File: config.mk
export PLATFORM = sky130hd
export DESIGN_NAME = fcc_frame
export DESIGN_NICKNAME = d
export VERILOG_FILES = /design/src/rtl/fcc_pkg.sv /design/src/rtl/fcc_frame.sv
export SDC_FILE = /design/constraint.sdc
export NUM_CORES = 1
export LEC_CHECK = 0
export ABC_AREA = 1
export BUFFER_PORTS_ARGS = -buffer_cell sky130_fd_sc_hd__buf_4
export CAP_MARGIN = 20
export CORE_ASPECT_RATIO = 0.75
export CORE_UTILIZATION = 30
export CTS_BUF_LIST = sky130_fd_sc_hd__clkbuf_8 sky130_fd_sc_hd__clkbuf_16
export CTS_CLUSTER_DIAMETER = 200
export DETAILED_ROUTE_END_ITERATION = 6
export GPL_TIMING_DRIVEN = 0
export RECOVER_POWER = 100
export SLEW_MARGIN = 20
export SYNTH_ARGS = -nofsm -noshare
export SYNTH_HDL_FRONTEND = slang
export SYNTH_SLANG_ARGS = --single-unit
File: constraint.sdc
create_clock -name i_clk -period 5.9 [get_ports i_clk]
set_clock_uncertainty 0.15 [all_clocks]
set_input_delay 1.18 -clock i_clk [delete_from_list [all_inputs] [get_ports i_clk]]
set_output_delay 1.18 -clock i_clk [all_outputs]
set_load 0.01 [all_outputs]
File: src/rtl/fcc_pkg.sv
// ----------------------------------------------------------------------------
// fcc_pkg
// Shared types and constants for the frame checksum checker.
// ----------------------------------------------------------------------------
package fcc_pkg;

    // Field widths
    localparam int unsigned ByteW  = 8;
    localparam int unsigned SumW   = 16;
    localparam int unsigned CountW = 17;
    localparam int unsigned AddrW  = 4;
    localparam int unsigned DataW  = 32;

    // Byte counter saturates here
    localparam logic [CountW-1:0] CountMax = 17'h10000;

    // Register reset values
    localparam logic [ByteW-1:0] HdrFirstRst  = 8'h5A;
    localparam logic [ByteW-1:0] HdrSecondRst = 8'hA5;
    localparam logic [SumW-1:0]  MinLenRst    = 16'd12;

    // Register index, taken from paddr[3:2]
    typedef enum logic [1:0] {
        REG_HDR_FIRST  = 2'd0,
        REG_HDR_SECOND = 2'd1,
        REG_MIN_LENGTH = 2'd2
    } t_reg_idx;

    // Verdict codes
    typedef enum logic [2:0] {
        FAIL_NONE     = 3'd0,
        FAIL_SHORT    = 3'd1,
        FAIL_HEADER   = 3'd2,
        FAIL_LENGTH   = 3'd3,
        FAIL_CHECKSUM = 3'd4
    } t_reason;

    // Configuration seen by the datapath
    typedef struct packed {
        logic [ByteW-1:0] hdr_first;
        logic [ByteW-1:0] hdr_second;
        logic [SumW-1:0]  min_length;
    } t_cfg;

    // One result item
    typedef struct packed {
        logic              frame_ok;
        t_reason           reason;
        logic [CountW-1:0] frame_bytes;
    } t_result;

endpackage

File: src/rtl/fcc_frame.sv
// ----------------------------------------------------------------------------
// fcc_frame
// Per-frame state: byte count, header flag, length and checksum fields,
// two-byte trailer delay and running sum. Produces the verdict on the
// last byte.
// ----------------------------------------------------------------------------
module fcc_frame
    import fcc_pkg::*;
(
    input  logic             i_clk,
    input  logic             i_rst_n,
    input  t_cfg             i_cfg,
    input  logic             i_accept,
    input  logic [ByteW-1:0] i_rx_byte,
    input  logic             i_last_byte,
    output logic             o_res_valid,
    output t_result          o_res
);

    logic [CountW-1:0] r_byte_count, n_byte_count;
    logic [SumW-1:0]   r_running_sum, n_running_sum;
    logic [ByteW-1:0]  r_held0, r_held1;
    logic              r_header_good, n_header_good;
    logic [SumW-1:0]   r_length_field, n_length_field;
    logic [SumW-1:0]   r_sum_field, n_sum_field;
    logic              add_en;
    t_reason           reason;

    // Next state for this byte; k is the current count
    always_comb begin
        n_header_good  = r_header_good;
        n_length_field = r_length_field;
        n_sum_field    = r_sum_field;
        if (r_byte_count == 17'd0 && i_rx_byte != i_cfg.hdr_first)
            n_header_good = 1'b0;
        if (r_byte_count == 17'd1 && i_rx_byte != i_cfg.hdr_second)
            n_header_good = 1'b0;
        if (r_byte_count == 17'd2) n_length_field[7:0]  = i_rx_byte;
        if (r_byte_count == 17'd3) n_length_field[15:8] = i_rx_byte;
        if (r_byte_count == 17'd4) n_sum_field[7:0]     = i_rx_byte;
        if (r_byte_count == 17'd5) n_sum_field[15:8]    = i_rx_byte;
    end

    // Oldest held byte joins the sum, except the checksum bytes themselves
    assign add_en = (r_byte_count >= 17'd2) && (r_byte_count != 17'd6)
                 && (r_byte_count != 17'd7);
    assign n_running_sum = add_en ? r_running_sum + {{(SumW-ByteW){1'b0}}, r_held1}
                                  : r_running_sum;
    assign n_byte_count  = (r_byte_count == CountMax) ? r_byte_count
                                                      : r_byte_count + 17'd1;

    // Verdict, first failing check wins
    always_comb begin
        if (n_byte_count <= {1'b0, i_cfg.min_length})
            reason = FAIL_SHORT;
        else if (!n_header_good || n_byte_count < 17'd2)
            reason = FAIL_HEADER;
        else if ({1'b0, n_length_field} != n_byte_count)
            reason = FAIL_LENGTH;
        else if (n_sum_field != n_running_sum)
            reason = FAIL_CHECKSUM;
        else
            reason = FAIL_NONE;
    end

    assign o_res_valid = i_accept & i_last_byte;
    assign o_res       = '{frame_ok: (reason == FAIL_NONE), reason: reason,
                           frame_bytes: n_byte_count};

    // State update; the last byte returns everything to its start value
    always_ff @(posedge i_clk) begin
        if (!i_rst_n || (i_accept && i_last_byte)) begin
            r_byte_count   <= '0;
            r_running_sum  <= '0;
            r_held0        <= '0;
            r_held1        <= '0;
            r_header_good  <= 1'b1;
            r_length_field <= '0;
            r_sum_field    <= '0;
        end else if (i_accept) begin
            r_byte_count   <= n_byte_count;
            r_running_sum  <= n_running_sum;
            r_held0        <= i_rx_byte;
            r_held1        <= r_held0;
            r_header_good  <= n_header_good;
            r_length_field <= n_length_field;
            r_sum_field    <= n_sum_field;
        end
    end

endmodule

* Yosys cells after proc, flatten, opt, wreduce, memory -nomap -nowiden
Cells that the tools add are included. Widths: inputs -> output; s select.
Operators by class: add/subtract/negate cells 2, magnitude comparators 3, bitwise gates (word level) 1, mux-type cells 12, reductions and logical operators 11, equal/unequal tests 12
Operators with widths (count):
- $eq 17x2->1 const B | 2
- $eq 17x3->1 const B | 2
- $ne 17x3->1 const B | 2
- $mux 8 | 4
- $add 17x1->17 const B | 1
- $eq 17x1->1 const B | 1
- $eq 17x17->1 const B | 1
- $ge 17x2->1 const B | 1
- $le 17x16->1 | 1
- $logic_not 17->1 | 1
- $lt 17x2->1 const B | 1
- $mux 17 | 1
- $ne 16x17->1 | 1
- $add 16x8->16 | 1
- $mux 16 | 1
- $ne 16x16->1 | 1
- $ne 8x8->1 | 2
- $mux 3 | 4
- $logic_and 1x1->1 | 5
- $logic_not 3->1 | 1
- $logic_not 1->1 | 2
- $logic_or 1x1->1 | 2
- $mux 1 | 2
- $and 1x1->1 | 1
Word-level totals: bits in registers 82, word-level logic and storage cells 48, output and inout port bits 22, input bits 44

* Longest topological paths before layout
depth in word-level cells 10, mapped depth 20, mapped depth without buffers 20

* Worst setup path after synthesis
Ideal clock, no wire load.
path type flip-flop to output port, start point reg r_byte_count[0], end point out o_res[19] in the netlist's numbering, buffers on the path 0, setup slack 1967 ps, stages on the path, launching flop included 16, data arrival time 2603 ps, required time 4570 ps, cells stage by stage dfxtp_1 > ha_1 > nand2_1 > nor2_4 > nand2_2 > xor2_1 > inv_1 > ha_1 > nand2_1 > nor2_1 > nand4_1 > nor3_1 > nor2_1 > nor2_1 > nand4_1 > nor2_1
RTL lines:
- start, declared | line fcc_frame.sv:20 | logic [CountW-1:0] r_byte_count, n_byte_count;
- start signal, assigned | line fcc_frame.sv:81 | r_byte_count <= n_byte_count;
- end, declared | line fcc_frame.sv:17 | output t_result o_res

==> run_results.csv <==
group,metric,value,unit
synth,yosysWarnings,0,
clocking,path_clk_slew,0.07,ns
critical_path,cp.arrival,4.11,ns
power,leakage,3.80,nW
synth,avgSynthCellArea,6.13,µm²
cells_and_area,syn_to_final_growth,16.8,%
power,p_per_area,221,nW/µm²
global_routing,grt_first_pass_wirelength,33500,µm
die,dieArea,21900,µm²
power,finalPower,1.65,mW
clocking,cts_max_level,3,
synth,seq_area_frac_synth,25.7,%
clocking,cts_buffers,9,
sta,fin_crit,5.44,ns
global_routing,grt_overflow,0,
sta,hold_viol,0,
sta,maxSlewViolCount,0,
critical_path,cp.required,4.57,ns
synth,ys_ff_latch,82,
placed_design,dp_hpwl,16800,µm
synth,synth_cells,1041,
die,num_rows,45,
die,die_w,170,µm
route,num_vias,6907,
route,routed_wl,21600,µm
synth,yosys.area.top_type,"dfxtp_1",
clocking,cts_sinks,82,
die,ios,66,
cells_and_area,diodes,0,
placed_design,port_buffers,62,
sta,worstMarginPinSlew,0.752,ns
clocking,postCtsSetupBuffers,0,
synth,synth_common_cells,"307 x nand2_1, 166 x inv_1, 82 x dfxtp_1",
route,ant_nets,0,
route,first_pass_iters,5,
route,wire_per_inst,15.4,µm
route,drc,0,
synth,synthTopCellsByArea,"dfxtp_1 26%, nand2_1 18%, inv_1 9.8%, ha_1 5.5%, nand3_1 5.3%",
critical_path,worstPathMaxFanout,8,
status,status,"finished, final reports clean",
sta,final.period_utilization,92.1,%
power,irDropWorstVdd,0.000130,V
global_routing,grt_pass1_vias,6084,
sta,slew_headroom,49.9,%
clocking,cts-root-buf,"clkbuf_16",
critical_path,path_class,"flip-flop to primary output",
flow_run,cap_viol_max_count,0,
die,die_height,128,µm
synth,ys_types,40,
hold_path,holdCritPathClass,"flip-flop to flip-flop",
global_routing,grt_use_total,20.3,%
synth,synth_top_area_share,25.7,%
synth,synth-edff-count,0,
placed_design,gp_congestion,0.900,
cells_and_area,drive_gt1_share,9.74,%
sta,rsz0062_at_grt,"false",
route,via_per_inst,4.93,
sta,max_freq,0.184,GHz
clocking,cts_buffer_depth,2,
die,core,20600,µm²
synth,synthMostInstantiatedCell,"nand2_1",
cells_and_area,fin_util,36.3,%
critical_path,start_kind,"flip-flop",
global_routing,antenna_found_initial,0,
clocking,cts_resized,0,
clocking,clock_latency,0.36,ns
synth,dominantRegCellSynth,"dfxtp_1",
synth,synth_async_sr_flop_share,0,%
die,initial_core_util,31.0,%
synth,syn_area,6380,µm²
route,drtIter0Drc,596,
global_routing,grt_start_max_net_pins,16,
cells_and_area,nets,1187,
sta,fin_setup_tns,0,ns
clocking,hold_buffers,0,
sta,setup_viol,0,
clocking,cts_tree,"yes",
synth,syn_nets,1114,
critical_path,setup.worst_path.end_class,"primary output",
sequential cells by signal (all words and copies together), names as in the netlist:
name            cells
r_byte_count       17
r_length_field     16
r_running_sum      16
r_sum_field        16
r_held0             8
r_held1             8
r_header_good       1
layout by cell type (no fill, tap or decap), types with 2 or more instances in the layout:
cell type   instances
ha_1               28
nor2_1             74
nand3_1            67
nand2_2             3
o21ai_1            18
buf_6               6
o211ai_1           28
a31oi_1             2
clkbuf_16           9
xnor2_1            11
clkbuf_1           38
nand4_1            33
dfxtp_1            82
xor2_1             18
inv_1             169
nand2_1           310
buf_4              50
inv_6               2
nand3b_1            6
buf_1               3
nor3_1              5
clkinvlp_4          2
o21ai_0            49
inv_2               7
bufinv_16           2
buf_2               4
nor2_4              6
or2_2               2
a21oi_1            63
nand3_2             3
nor2_2              4
nand3_4             2
final timing paths:
path	from	end	slack, ns	depth (start not counted)
worst min register to register	r_held0[7]$_SDFFE_PP0P_	r_held0[7]$_SDFFE_PP0P_	0.31	2
worst max-delay path	r_byte_count[0]$_SDFFE_PP0P_	o_res[19]	0.46	14
worst max register to register	r_byte_count[0]$_SDFFE_PP0P_	r_running_sum[10]$_SDFFE_PP0P_	3.34	11
worst min-delay path	r_held0[7]$_SDFFE_PP0P_	r_held0[7]$_SDFFE_PP0P_	0.31	2
layer usage:
metal  wire, µm  track usage (%)
met4        207             4.29
met2       8920             29.8
met1      10700             30.1
met3       1850             4.04
met5          0                0
report_power, final:
part           internal [mW]  switching (mW)
clock                  0.375           0.265
sequential             0.582          0.0234
combinational          0.138           0.267
logic make-up after synthesis:
| group | share of synthesized area [%] |
|---|---|
| AO/OA/AOI/OAI | 14.3 |
| XOR/XNOR | 4.24 |
| adder cells (fa/ha/maj) | 5.81 |
| buffers and inverters | 13.6 |
| flip-flops | 25.7 |
| AND/OR/NAND/NOR | 36.4 |
stage by stage:
stage / instances / instance area [µm²] / setup slack [ns] / hold slack [ns]
final: 1401 / 7450 / 0.464 / 0.312
after global routing: 1401 / 7450 / 0.265 / 0.324
after CTS: 1401 / 7520 / 0.714 / 0.315
after detailed placement: 1385 / 7200 / 1.13 / 0.304
after global placement: 1385 / 7200 / 1.14 / 0.299
after floorplan: 1041 / 6380 / 1.97 / 0.286
worst max-delay path, cell delays in order, from the launching register on:
cell and delay [ns]:
dfxtp_1 0.46, nand3_1 0.17, nor2_1 0.53, nand2_1 0.24, nor2_1 0.17, xnor2_1 0.32, inv_1 0.20, ha_1 0.39
nand4_1 0.16, nor3_1 0.19, nor2_1 0.08, nor2_1 0.20, nand4_1 0.21, nor2_1 0.26, clkbuf_1 0.18
area by class of cell:
type	instances	area [µm²]
multi-input combinational	743	3850
buffer	39	200
fill	2274	13100
clock inverter	7	101
inverter	177	664
tap	282	353
timing repair buffer	62	417
clock buffer	9	225
sequential	82	1640
(Power assumes the default switching activity.)
